## src/hw/rtl/binary_frame_receiver_with_sum_check_macros.svh

```systemverilog
// assertion helpers for the frame receiver
`ifndef BINARY_FRAME_RECEIVER_WITH_SUM_CHECK_MACROS_SVH
`define BINARY_FRAME_RECEIVER_WITH_SUM_CHECK_MACROS_SVH

`ifndef SYNTHESIS
`define BFR_ASSERT_IMP(label, clk, rst, pre, post, msg) \
   label: assert property (@(posedge clk) disable iff (rst) (pre) |-> (post)) \
      else $error(msg);
`define BFR_ASSERT_NXT(label, clk, rst, pre, post, msg) \
   label: assert property (@(posedge clk) disable iff (rst) (pre) |=> (post)) \
      else $error(msg);
`else
`define BFR_ASSERT_IMP(label, clk, rst, pre, post, msg)
`define BFR_ASSERT_NXT(label, clk, rst, pre, post, msg)
`endif

`endif

```

## src/hw/rtl/bfr_pkg.sv

```systemverilog
`default_nettype none

package bfr_pkg;

   localparam int unsigned LEN_BITS_DEFAULT = 15;
   localparam int unsigned SUM_W            = 15;

   localparam logic [7:0]       SYNC_A        = 8'hA0;
   localparam logic [7:0]       SYNC_B        = 8'hA2;
   localparam logic [SUM_W-1:0] MAX_LEN_RESET = 15'd1016;

   localparam logic KIND_DATA    = 1'b0;
   localparam logic KIND_VERDICT = 1'b1;

   localparam logic [1:0] VERDICT_GOOD     = 2'd0;
   localparam logic [1:0] VERDICT_BAD_SUM  = 2'd1;
   localparam logic [1:0] VERDICT_OVERSIZE = 2'd2;

   typedef struct packed {
      logic             kind;
      logic [7:0]       data_byte;
      logic [SUM_W-1:0] byte_index;
      logic [1:0]       verdict;
      logic             last;
   } rsp_type;

endpackage

`default_nettype wire

```

## src/hw/rtl/bfr_req_if.sv

```systemverilog
`default_nettype none

interface bfr_req_if;
   logic       valid;
   logic       ready;
   logic [7:0] rx_byte;

   modport source (output valid, output rx_byte, input ready);
   modport sink (input valid, input rx_byte, output ready);
endinterface

`default_nettype wire

```

## src/hw/rtl/bfr_rsp_if.sv

```systemverilog
`default_nettype none

interface bfr_rsp_if;
   logic                       valid;
   logic                       ready;
   logic                       kind;
   logic [7:0]                 data_byte;
   logic [bfr_pkg::SUM_W-1:0]  byte_index;
   logic [1:0]                 verdict;
   logic                       last;

   modport source (output valid, output kind, output data_byte, output byte_index,
                   output verdict, output last, input ready);
   modport sink (input valid, input kind, input data_byte, input byte_index,
                 input verdict, input last, output ready);
endinterface

`default_nettype wire

```

## src/hw/rtl/bfr_req_reg.sv

```systemverilog
`default_nettype none

module bfr_req_reg (
   input  wire logic       clock,
   input  wire logic       reset,
   bfr_req_if.sink         req_ch,
   input  wire logic       fire,
   output logic            item_valid,
   output logic [7:0]      item_byte
);

   logic       valid_ff;
   logic       valid_in;
   logic [7:0] byte_ff;
   logic       take;

   // holding register frees up in the same cycle the parser consumes it
   assign take         = !valid_ff || fire;
   assign req_ch.ready = take;
   assign valid_in     = take ? req_ch.valid : valid_ff;

   always_ff @(posedge clock) begin
      if (reset) begin
         valid_ff <= 1'b0;
      end else begin
         valid_ff <= valid_in;
      end
      if (take && req_ch.valid) begin
         byte_ff <= req_ch.rx_byte;
      end
   end

   assign item_valid = valid_ff;
   assign item_byte  = byte_ff;

endmodule

`default_nettype wire

```

## src/hw/rtl/bfr_parser.sv

```systemverilog
`default_nettype none

module bfr_parser #(
   parameter int unsigned LEN_BITS = bfr_pkg::LEN_BITS_DEFAULT
) (
   input  wire logic                       clock,
   input  wire logic                       reset,
   input  wire logic                       item_valid,
   input  wire logic [7:0]                 item_byte,
   input  wire logic [bfr_pkg::SUM_W-1:0]  max_len,
   input  wire logic                       out_free,
   output logic                            fire,
   output logic                            load,
   output bfr_pkg::rsp_type                rsp
);

   localparam int unsigned LenW = (LEN_BITS < bfr_pkg::SUM_W) ? LEN_BITS : bfr_pkg::SUM_W;

   typedef enum logic [2:0] {
      PH_HUNT1, PH_HUNT2, PH_LENHI, PH_LENLO,
      PH_PAYLOAD, PH_CKHI, PH_CKLO, PH_TRAILER
   } phase_type;

   phase_type                  phase_ff, phase_in;
   logic [7:0]                 hi_ff, hi_in;
   logic [LenW-1:0]            len_ff, len_in;
   logic [LenW-1:0]            cnt_ff, cnt_in;
   logic [bfr_pkg::SUM_W-1:0]  sum_ff, sum_in;
   logic [bfr_pkg::SUM_W-1:0]  ck_ff, ck_in;
   logic                       trail_ff, trail_in;

   logic [15:0]                word;
   logic [LenW-1:0]            word_len;
   logic [LenW-1:0]            cnt_inc;
   logic                       produce;
   bfr_pkg::rsp_type           rsp_c;

   assign word     = {hi_ff, item_byte};
   assign word_len = word[LenW-1:0];
   assign cnt_inc  = cnt_ff + LenW'(1);

   always_comb begin
      phase_in = phase_ff;
      hi_in    = hi_ff;
      len_in   = len_ff;
      cnt_in   = cnt_ff;
      sum_in   = sum_ff;
      ck_in    = ck_ff;
      trail_in = trail_ff;
      produce  = 1'b0;
      rsp_c    = '0;
      unique case (phase_ff)
         PH_HUNT1: begin
            if (item_byte == bfr_pkg::SYNC_A) begin
               phase_in = PH_HUNT2;
            end
         end
         PH_HUNT2: begin
            if (item_byte == bfr_pkg::SYNC_B) begin
               phase_in = PH_LENHI;
            end else if (item_byte != bfr_pkg::SYNC_A) begin
               phase_in = PH_HUNT1;
            end
         end
         PH_LENHI: begin
            hi_in    = item_byte;
            phase_in = PH_LENLO;
         end
         PH_LENLO: begin
            len_in = word_len;
            sum_in = '0;
            cnt_in = '0;
            if (bfr_pkg::SUM_W'(word_len) > max_len) begin
               produce       = 1'b1;
               rsp_c.kind    = bfr_pkg::KIND_VERDICT;
               rsp_c.verdict = bfr_pkg::VERDICT_OVERSIZE;
               rsp_c.last    = 1'b1;
               phase_in      = PH_HUNT1;
            end else if (word_len == '0) begin
               phase_in = PH_CKHI;
            end else begin
               phase_in = PH_PAYLOAD;
            end
         end
         PH_PAYLOAD: begin
            produce          = 1'b1;
            rsp_c.kind       = bfr_pkg::KIND_DATA;
            rsp_c.data_byte  = item_byte;
            rsp_c.byte_index = bfr_pkg::SUM_W'(cnt_ff);
            sum_in           = sum_ff + bfr_pkg::SUM_W'(item_byte);
            cnt_in           = cnt_inc;
            if (cnt_inc >= len_ff) begin
               cnt_in   = '0;
               phase_in = PH_CKHI;
            end
         end
         PH_CKHI: begin
            hi_in    = item_byte;
            phase_in = PH_CKLO;
         end
         PH_CKLO: begin
            // top bit of the checksum word plays no part in the compare
            ck_in    = word[bfr_pkg::SUM_W-1:0];
            trail_in = 1'b0;
            phase_in = PH_TRAILER;
         end
         PH_TRAILER: begin
            if (!trail_ff) begin
               trail_in = 1'b1;
            end else begin
               produce       = 1'b1;
               rsp_c.kind    = bfr_pkg::KIND_VERDICT;
               rsp_c.verdict = (ck_ff == sum_ff) ? bfr_pkg::VERDICT_GOOD
                                                 : bfr_pkg::VERDICT_BAD_SUM;
               rsp_c.last    = 1'b1;
               phase_in      = PH_HUNT1;
            end
         end
         default: begin
            phase_in = PH_HUNT1;
         end
      endcase
   end

   // a byte that yields nothing never waits on the result side
   assign fire = item_valid && (!produce || out_free);
   assign load = fire && produce;
   assign rsp  = rsp_c;

   always_ff @(posedge clock) begin
      if (reset) begin
         phase_ff <= PH_HUNT1;
      end else if (fire) begin
         phase_ff <= phase_in;
      end
      if (fire) begin
         hi_ff    <= hi_in;
         len_ff   <= len_in;
         cnt_ff   <= cnt_in;
         sum_ff   <= sum_in;
         ck_ff    <= ck_in;
         trail_ff <= trail_in;
      end
   end

endmodule

`default_nettype wire

```

## src/hw/rtl/bfr_rsp_reg.sv

```systemverilog
`default_nettype none

module bfr_rsp_reg (
   input  wire logic        clock,
   input  wire logic        reset,
   input  wire logic        load,
   input  bfr_pkg::rsp_type rsp_in,
   output logic             out_free,
   bfr_rsp_if.source        rsp_ch
);

   logic             valid_ff;
   bfr_pkg::rsp_type data_ff;

   assign out_free = !valid_ff || rsp_ch.ready;

   always_ff @(posedge clock) begin
      if (reset) begin
         valid_ff <= 1'b0;
      end else if (load) begin
         valid_ff <= 1'b1;
      end else if (rsp_ch.ready) begin
         valid_ff <= 1'b0;
      end
      if (load) begin
         data_ff <= rsp_in;
      end
   end

   assign rsp_ch.valid      = valid_ff;
   assign rsp_ch.kind       = data_ff.kind;
   assign rsp_ch.data_byte  = data_ff.data_byte;
   assign rsp_ch.byte_index = data_ff.byte_index;
   assign rsp_ch.verdict    = data_ff.verdict;
   assign rsp_ch.last       = data_ff.last;

endmodule

`default_nettype wire

```

## src/hw/rtl/binary_frame_receiver_with_sum_check.sv

```systemverilog
// Frame receiver with a 15-bit payload sum check.
// req_ch carries one received serial byte per request. The receiver hunts for
// the sync pair A0 A2, reads a big-endian length, passes each payload byte out
// on rsp_ch with its index, then reads the checksum word and two trailer bytes.
// The second trailer byte yields a verdict item (good or sum mismatch) with
// last set; a length above csr max yields an oversize verdict at once.
// Sync, length, checksum and first trailer bytes give no response.
// Path: a byte is held in the request register and its response is
// loaded into the response register, which drives rsp valid. Throughput:
// one byte per cycle while rsp_ch accepts, set by the combinational update
// of the frame state between those two registers.
// csr_wr_en/csr_wr_data set the largest accepted length (1016 after reset).
// Reset returns the receiver to the sync hunt and empties both registers.
// When rsp_ch stalls, bytes that give no response still flow; a byte that
// gives one waits in the request register and req_ch.ready drops.

`default_nettype none

`include "binary_frame_receiver_with_sum_check_macros.svh"

module binary_frame_receiver_with_sum_check #(
   parameter int unsigned LEN_BITS = bfr_pkg::LEN_BITS_DEFAULT
) (
   input  wire logic                       clock,
   input  wire logic                       reset,
   bfr_req_if.sink                         req_ch,
   bfr_rsp_if.source                       rsp_ch,
   input  wire logic                       csr_wr_en,
   input  wire logic [bfr_pkg::SUM_W-1:0]  csr_wr_data
);

   logic [bfr_pkg::SUM_W-1:0]  max_len_ff;
   logic                       item_valid;
   logic [7:0]                 item_byte;
   logic                       fire;
   logic                       load;
   logic                       out_free;
   bfr_pkg::rsp_type           rsp;

   always_ff @(posedge clock) begin
      if (reset) begin
         max_len_ff <= bfr_pkg::MAX_LEN_RESET;
      end else if (csr_wr_en) begin
         max_len_ff <= csr_wr_data;
      end
   end

   bfr_req_reg u_req_reg (
      .clock      (clock),
      .reset      (reset),
      .req_ch     (req_ch),
      .fire       (fire),
      .item_valid (item_valid),
      .item_byte  (item_byte)
   );

   bfr_parser #(
      .LEN_BITS (LEN_BITS)
   ) u_parser (
      .clock      (clock),
      .reset      (reset),
      .item_valid (item_valid),
      .item_byte  (item_byte),
      .max_len    (max_len_ff),
      .out_free   (out_free),
      .fire       (fire),
      .load       (load),
      .rsp        (rsp)
   );

   bfr_rsp_reg u_rsp_reg (
      .clock    (clock),
      .reset    (reset),
      .load     (load),
      .rsp_in   (rsp),
      .out_free (out_free),
      .rsp_ch   (rsp_ch)
   );

   `BFR_ASSERT_NXT(a_item_kept, clock, reset, item_valid && !fire,
                   item_valid && $stable(item_byte), "held request lost")
   `BFR_ASSERT_IMP(a_ready_only_when_free, clock, reset, !req_ch.ready,
                   item_valid && !fire, "request stalled without cause")
   `BFR_ASSERT_IMP(a_data_fields, clock, reset,
                   rsp_ch.valid && (rsp_ch.kind == bfr_pkg::KIND_DATA),
                   (rsp_ch.last == 1'b0) && (rsp_ch.verdict == bfr_pkg::VERDICT_GOOD),
                   "payload item carries verdict")
   `BFR_ASSERT_IMP(a_verdict_fields, clock, reset,
                   rsp_ch.valid && (rsp_ch.kind == bfr_pkg::KIND_VERDICT),
                   rsp_ch.last && (rsp_ch.data_byte == 8'd0) && (rsp_ch.byte_index == '0),
                   "verdict item malformed")

endmodule

`default_nettype wire

```

## src/flat_wrapper.sv

```systemverilog
// flat-port wrapper written by rule: the top's interface ports become plain ports
module binary_frame_receiver_with_sum_check_flat 
#(
   parameter int unsigned LEN_BITS = bfr_pkg::LEN_BITS_DEFAULT
)
  (clock, reset, csr_wr_en, csr_wr_data, req_ch_valid, req_ch_rx_byte, req_ch_ready, rsp_ch_valid, rsp_ch_kind, rsp_ch_data_byte, rsp_ch_byte_index, rsp_ch_verdict, rsp_ch_last, rsp_ch_ready);
  bfr_req_if req_ch_i ();
  bfr_rsp_if rsp_ch_i ();
  input  wire logic clock;
  input  wire logic reset;
  input  wire logic csr_wr_en;
  input  wire logic [bfr_pkg::SUM_W-1:0] csr_wr_data;
  input wire logic [$bits(req_ch_i.valid)-1:0] req_ch_valid;
  input wire logic [$bits(req_ch_i.rx_byte)-1:0] req_ch_rx_byte;
  output wire logic [$bits(req_ch_i.ready)-1:0] req_ch_ready;
  output wire logic [$bits(rsp_ch_i.valid)-1:0] rsp_ch_valid;
  output wire logic [$bits(rsp_ch_i.kind)-1:0] rsp_ch_kind;
  output wire logic [$bits(rsp_ch_i.data_byte)-1:0] rsp_ch_data_byte;
  output wire logic [$bits(rsp_ch_i.byte_index)-1:0] rsp_ch_byte_index;
  output wire logic [$bits(rsp_ch_i.verdict)-1:0] rsp_ch_verdict;
  output wire logic [$bits(rsp_ch_i.last)-1:0] rsp_ch_last;
  input wire logic [$bits(rsp_ch_i.ready)-1:0] rsp_ch_ready;
  assign req_ch_i.valid = req_ch_valid;
  assign req_ch_i.rx_byte = req_ch_rx_byte;
  assign req_ch_ready = req_ch_i.ready;
  assign rsp_ch_valid = rsp_ch_i.valid;
  assign rsp_ch_kind = rsp_ch_i.kind;
  assign rsp_ch_data_byte = rsp_ch_i.data_byte;
  assign rsp_ch_byte_index = rsp_ch_i.byte_index;
  assign rsp_ch_verdict = rsp_ch_i.verdict;
  assign rsp_ch_last = rsp_ch_i.last;
  assign rsp_ch_i.ready = rsp_ch_ready;
  binary_frame_receiver_with_sum_check #(.LEN_BITS(LEN_BITS)) u_core (.clock(clock), .reset(reset), .req_ch(req_ch_i), .rsp_ch(rsp_ch_i), .csr_wr_en(csr_wr_en), .csr_wr_data(csr_wr_data));
endmodule
```

## config.mk

```make
export PLATFORM = sky130hd
export DESIGN_NAME = binary_frame_receiver_with_sum_check_flat
export DESIGN_NICKNAME = d
export VERILOG_FILES = /design/src/hw/rtl/bfr_pkg.sv /design/src/hw/rtl/bfr_req_if.sv /design/src/hw/rtl/bfr_rsp_if.sv /design/src/hw/rtl/bfr_req_reg.sv /design/src/hw/rtl/bfr_parser.sv /design/src/hw/rtl/bfr_rsp_reg.sv /design/src/hw/rtl/binary_frame_receiver_with_sum_check.sv /design/src/flat_wrapper.sv
export VERILOG_INCLUDE_DIRS = /design/src /design/src/hw/rtl
export SDC_FILE = /design/constraint.sdc
export NUM_CORES = 1
export LEC_CHECK = 0
export BUFFER_PORTS_ARGS = -buffer_cell sky130_fd_sc_hd__clkbuf_2
export CAP_MARGIN = 20
export CORE_MARGIN = 1.5
export CORE_UTILIZATION = 64
export DETAILED_ROUTE_END_ITERATION = 10
export HOLD_SLACK_MARGIN = 0.1
export PLACE_DENSITY = 0.85
export SLEW_MARGIN = 20
export SYNTH_ARGS = -nofsm -noshare
export SYNTH_HDL_FRONTEND = slang
export SYNTH_SLANG_ARGS = --single-unit
```

## constraint.sdc

```tcl
create_clock -name clock -period 9.9 [get_ports clock]
set_input_delay 0.495 -clock clock [delete_from_list [all_inputs] [get_ports clock]]
set_output_delay 0.495 -clock clock [all_outputs]
set_load 0.02 [all_outputs]
```

Word level (Yosys, flattened, before mapping)
Cells that the tools add are included.

Register bits: 123. Latch bits: 0. RAM bits: 0. ROM bits: 0. Output and inout port bits: 29. Logic and storage cells: 78. Memories: 0.

Add/sub/neg operators: 2. $mul: 0. Div/mod/pow operators: 0. Order comparisons: 2. Eq/ne operators: 15. Shifts and indexed selects: 0. Multiplexer cells: 22. Bitwise operators: 0. Reductions and logical operators: 21.

Operator list (count): $pmux W15 S2 (2); $pmux W3 S8 (1); $mux W3 (7); $eq A8 B8 Y1 const B (2); $add A15 B1 Y15 const B (1); $add A15 B8 Y15 (1); $eq A15 B15 Y1 (1); $ge A15 B15 Y1 (1); $gt A15 B15 Y1 (1); $logic_not A15 Y1 (1); $mux W15 (1); $eq A3 B3 Y1 const B (4); $reduce_and A2 Y1 (5); $ne A8 B8 Y1 const B (1); $eq A3 B2 Y1 const B (2); $mux W1 (6); $ne A2 B2 Y1 const B (3); $pmux W3 S2 (1); $reduce_bool A2 Y1 (3); $reduce_and A5 Y1 (1); $pmux W1 S2 (2); $eq A3 B1 Y1 const B (1); $logic_and A1 B1 Y1 (3); $logic_not A1 Y1 (3); 6 further kinds (8).

Logic depth before layout (Yosys ltp)
Depth after elaboration: 8. Mapped depth: 13. Gate-level depth less buffers: 13.

Hierarchy
Synthesis repeated with hierarchy kept, for this count alone.

Cells, all modules: 506. Area total of the unflattened synthesis: 6062.1 um2.

By module, submodules not included: bfr_parser (times used 1, cells an instance 414, area an instance 4346.7 um2); bfr_rsp_reg (times used 1, cells an instance 31, area an instance 857.1 um2); binary_frame_receiver_with_sum_check (times used 1, cells an instance 48, area an instance 563.0 um2); bfr_req_reg (times used 1, cells an instance 13, area an instance 295.3 um2).

Worst setup path after synthesis
No wires, ideal clock.

Path type: register -> register. Start: register u_core.u_req_reg.byte_ff[4], in the netlist u_core.u_req_reg.item_byte[4]. End: register u_core.u_parser.cnt_ff[0] (enable). Setup time: 0.427 ns. Arrival time: 3.230 ns. Data required time: 9.473 ns. Slack: 6.242 ns. Stages on the path, launching flop included: 8. Path buffers: 0. Cells stage by stage: edfxtp_1 > ha_1 > nand4_1 > nor4_2 > o21ba_1 > a21oi_2 > a21bo_1 > a21oi_1.

Word-level cells in the longest chain between the ends: 7.

RTL lines: from (decl) (line bfr_req_reg.sv:14) `logic [7:0] byte_ff;`; from (signal assigned) (line bfr_req_reg.sv:29) `byte_ff <= req_ch.rx_byte;`; $gt A15 B15 Y1 (line bfr_parser.sv:73) `if (bfr_pkg::SUM_W'(word_len) > max_len) begin`; $mux W1 (line bfr_parser.sv:73); $pmux W1 S3 (line bfr_parser.sv:52) `unique case (phase_ff)`; $logic_not A1 Y1 (line bfr_parser.sv:126) `assign fire = item_valid && (!produce || out_free);`; $logic_or A1 B1 Y1 (line bfr_parser.sv:126); $logic_and A1 B1 Y1 (line bfr_parser.sv:126); $reduce_and A2 Y1 (no source line); to (signal assigned) (line bfr_parser.sv:139) `cnt_ff <= cnt_in;`; to (decl) (line bfr_parser.sv:27) `logic [LenW-1:0] cnt_ff, cnt_in;`.

Every way passes these cells. A chain may end at the register's enable or synchronous reset.

Final worst setup path
Start: register u_core.u_req_reg.byte_ff[4], in the netlist u_core.u_req_reg.item_byte[4]. End: register u_core.u_parser.sum_ff[14] (netlist bit) (enable).

Word-level cells in the longest chain between the ends: 7.

RTL lines: $gt A15 B15 Y1 (line bfr_parser.sv:73); $mux W1 (line bfr_parser.sv:73); $pmux W1 S3 (line bfr_parser.sv:52); $logic_not A1 Y1 (line bfr_parser.sv:126); $logic_or A1 B1 Y1 (line bfr_parser.sv:126); $logic_and A1 B1 Y1 (line bfr_parser.sv:126); $reduce_and A2 Y1 (no source line); to (signal assigned) (line bfr_parser.sv:140) `sum_ff <= sum_in;`; to (decl) (line bfr_parser.sv:28) `logic [bfr_pkg::SUM_W-1:0] sum_ff, sum_in;`.

Every way passes these cells.

==> impl_metrics.py <==
metrics = {
    "detailed_routing": {
        "drc": 0,
        "postRouteAntennaNets": 0,
        "wl_um": 13600,
        "drtIter0Drc": 407,
        "vias": 4261,
        "wire_per_inst_um": 19.7,
        "viasPerCell": 6.16,
        "first_pass_iters": 5,
    },
    "yosys": {
        "avgSynthCellArea_um2": 11.9,
        "async_reset_ff_share_pct": 0,
        "synthCells": 503,
        "syn_nets": 571,
        "synth_edf_count": 102,
        "ys_seq_area_share_pct": 58.0,
        "synth.distinct_cells": 52,
        "ys.warnings.count": 0,
        "synth_ff_type": "edfxtp_1",
        "ys_ff_latch": 122,
        "syn-cell-area_um2": 5980,
    },
    "setup_path": {
        "worstPathRequired_ps": 10110,
        "crit_type": "reg2reg",
        "cp-start-kind": "register",
        "slowest_stage": "a21oi_2",
        "slowest_delay_ps": 790,
        "worstRegToRegCells": 8,
        "cp.depth": 8,
        "crit_chain": "ha_1, nand4_1, nor4_2, o21ba_1, a21oi_2, a21bo_1, a21oi_2, buf_4",
        "cp_max_fo": 16,
        "worst_ep_arrival_time_ps": 3770,
        "path_buf_inv": 1,
        "r2r_slack_ps": 6330,
        "cpLargestDelayFamily": "compound AO/OA/AOI/OAI gates",
        "r2r-end": "u_core.u_parser.sum_ff[14]$_SDFFCE_PN0P_",
        "crit_top_cell": "a21oi_2",
        "rr_startpoint": "u_core.u_req_reg.item_byte[4]$_DFFE_PP_",
        "end_kind": "register",
    },
    "final_layout": {
        "final_area_um2": 6930,
        "drive_above_1_share_pct": 18.9,
        "finish.net_count": 636,
        "syn2layout_area_growth_pct": 15.9,
        "antenna_cells": 0,
    },
    "clock_tree": {
        "hold_buffers": 0,
        "clk_path_buf_depth": 2,
        "htree_levels": 4,
        "cts.sinks": 122,
        "clk_latency_ps": 520,
        "post_cts_buffers": 0,
        "cts_buffers": 17,
        "cts_root_buf": "clkbuf_8",
        "clk_pin_slew_ps": 60,
        "ctsResizeCount": 0,
        "cts_tree": "done",
    },
    "timing": {
        "fin_crit_sh_pct": 36.0,
        "worst-slew-pin-transition_ps": 1060,
        "skew_ps": 8.97,
        "layout_min_cycle_time_ps": 3570,
        "hold_viol": 0,
        "rsz0062_at_grt": "no",
        "fmax_ghz": 0.280,
        "setup_tns_ps": 0,
        "relSlewSlack_pct": 29.5,
        "slew_violations": 0,
        "setup-violations-final": 0,
        "fin_ws_ps": 6330,
    },
    "placement": {
        "place_area_um2": 6370,
        "dp.final_hpwl_um": 9190,
        "pre_cts_slack_ps": 6520,
        "place_congestion": 0.881,
        "io_buffer_count": 56,
    },
    "global_routing": {
        "grt_pass1_vias": 4194,
        "antenna_found_initial": 0,
        "grt_first_pass_wirelength_um": 21300,
        "overflow": 0,
        "grt_max_degree": 33,
        "grt_usage_pct": 29.0,
    },
    "floorplanning": {
        "core_um2": 9150,
        "initial_utilization_pct": 65.3,
        "dieArea_um2": 9930,
        "die_w_um": 99.6,
        "row_count": 35,
        "die_h_um": 99.6,
        "pin_count": 57,
    },
    "power": {
        "p_leak_nw": 2.87,
        "powerDensity_nw_per_um2": 172,
        "ir_drop_uv": 162,
    },
    "min_path": {
        "holdPathEnd": "u_core.u_req_reg.item_byte[2]$_DFFE_PP_",
        "min_path_cells": 1,
        "hold_path_class": "in2reg",
        "min_from": "req_ch_rx_byte[2]",
    },
    "flow_run": {
        "maxCapViolCount": 0,
    },
    "run_status": {
        "status": "complete, no violations",
    },
}
## how the worst max path moves through the flow
| stage | start | end |
|---|---|---|
| 6_report | u_core.u_req_reg.item_byte[4]$_DFFE_PP_ | u_core.u_parser.sum_ff[14]$_SDFFCE_PN0P_ |
| 5_1_grt | u_core.u_req_reg.item_byte[4]$_DFFE_PP_ | u_core.u_parser.sum_ff[14]$_SDFFCE_PN0P_ |
| 4_1_cts | u_core.u_req_reg.item_byte[4]$_DFFE_PP_ | u_core.u_parser.sum_ff[14]$_SDFFCE_PN0P_ |
| 3_5_place_dp | u_core.u_parser.phase_ff[2]$_SDFFE_PP0P_ | u_core.u_parser.sum_ff[2]$_SDFFCE_PN0P_ |
| 3_3_place_gp | u_core.u_parser.cnt_ff[0]$_SDFFCE_PP0P_ | u_core.u_parser.phase_ff[0]$_SDFFE_PP0P_ |
| 2_1_floorplan | u_core.u_req_reg.item_byte[4]$_DFFE_PP_ | u_core.u_parser.cnt_ff[0]$_SDFFCE_PP0P_ |
## layout make-up
class / count / area, um2
sequential: 122 / 3460
multi-input combinational: 327 / 2310
fill: 561 / 2220
clock buffer: 19 / 422
timing repair buffer: 61 / 318
inverter: 39 / 146
tap: 111 / 139
clock inverter: 13 / 129
## state kept, by name, summed over array words and instances (netlist names)
name,count
u_core.u_parser.sum_ff,15
u_core.u_rsp_reg.rsp_ch.valid,1
u_core.u_rsp_reg.rsp_ch.kind,1
u_core.u_req_reg.item_byte,8
u_core.u_rsp_reg.rsp_ch.verdict,2
u_core.u_parser.trail_ff,1
u_core.u_parser.phase_ff,3
u_core.u_parser.len_ff,15
u_core.u_rsp_reg.rsp_ch.byte_index,15
u_core.u_rsp_reg.rsp_ch.data_byte,8
u_core.u_parser.hi_ff,7
u_core.u_req_reg.item_valid,1
u_core.u_parser.ck_ff,15
u_core.u_parser.cnt_ff,15
u_core.max_len_ff,15
## metrics by stage
step                      instances  total power [mW]  hold WS, ps  util (%)
final                           692              1.19          151      75.7
after global routing            692              1.22          137      75.7
after CTS                       692              1.19          145      75.7
after detailed placement        660             0.623          483      69.7
after global placement          660             0.619          476      69.7
after floorplan                 503             0.605          459         -
## cells by family after synthesis
group | share of synthesized area, %
buffers and inverters | 3.52
muxes | 1.51
AOI/OAI and AO/OA | 8.08
xor gates and xnor gates | 5.57
adders and majority gates | 8.50
DFF | 58.0
and+or+nand+nor | 14.9
## placed cells by master, fill, tap and decap left out, drive strengths merged, types with 2 or more instances in the layout
master      n
nand4       9
inv        39
and2        2
ha         39
mux2i       9
xor2       20
nand2      26
nand2b      3
dfxtp      20
a21oi      25
and3       24
nand3b      2
a211oi      6
edfxtp    102
clkinvlp    4
o211ai      8
o21bai      2
xnor2      18
clkinv      7
nand3      17
buf         5
a31oi       3
o21ai      12
nor4        9
a21o        5
or2         5
bufinv      2
o31ai       3
a21boi      2
nor2       44
clkbuf     75
nor2b      17
nor3        7
## power breakdown
part | internal, mW | switching, mW | total (mW)
Clock | 0.355 | 0.223 | 0.577
Sequential | 0.559 | 0.00895 | 0.568
Combinational | 0.0198 | 0.0267 | 0.0465
Total | 0.933 | 0.258 | 1.19
## worst register-to-register path: stages, from the launching register on
cell      delay (ps)
edfxtp_1         520
ha_1             400
nand4_1          170
nor4_2           420
o21ba_1          180
a21oi_2           60
a21bo_1          300
a21oi_2          790
buf_4            400
## cell usage after synthesis (9+ instances only)
cell type  number  area (um2)
a21oi_1        22         110
and3_1         24         150
clkbuf_1       12        45.0
dfxtp_1        20         400
edfxtp_1      102        3060
ha_1           39         488
inv_1          39         146
mux2i_1         9        90.1
nand2_1        26        97.6
nand3_1        17        85.1
nor2_1         43         161
nor2b_1        17         106
o21ai_0         9        45.0
xnor2_1        18         158
xor2_1         20         175
## routing by layer
| layer | vias up | part of all wire (%) | global-route usage (%) |
|---|---|---|---|
| li1 | 1950 | - | - |
| met3 | 54 | 6.6 | 7.66 |
| met1 | 2022 | 39 | 33.9 |
| met4 | 0 | 4.6 | 15.1 |
| met5 | - | 0 | 0 |
| met2 | 235 | 50 | 49.2 |
(Power assumes the default switching activity.)
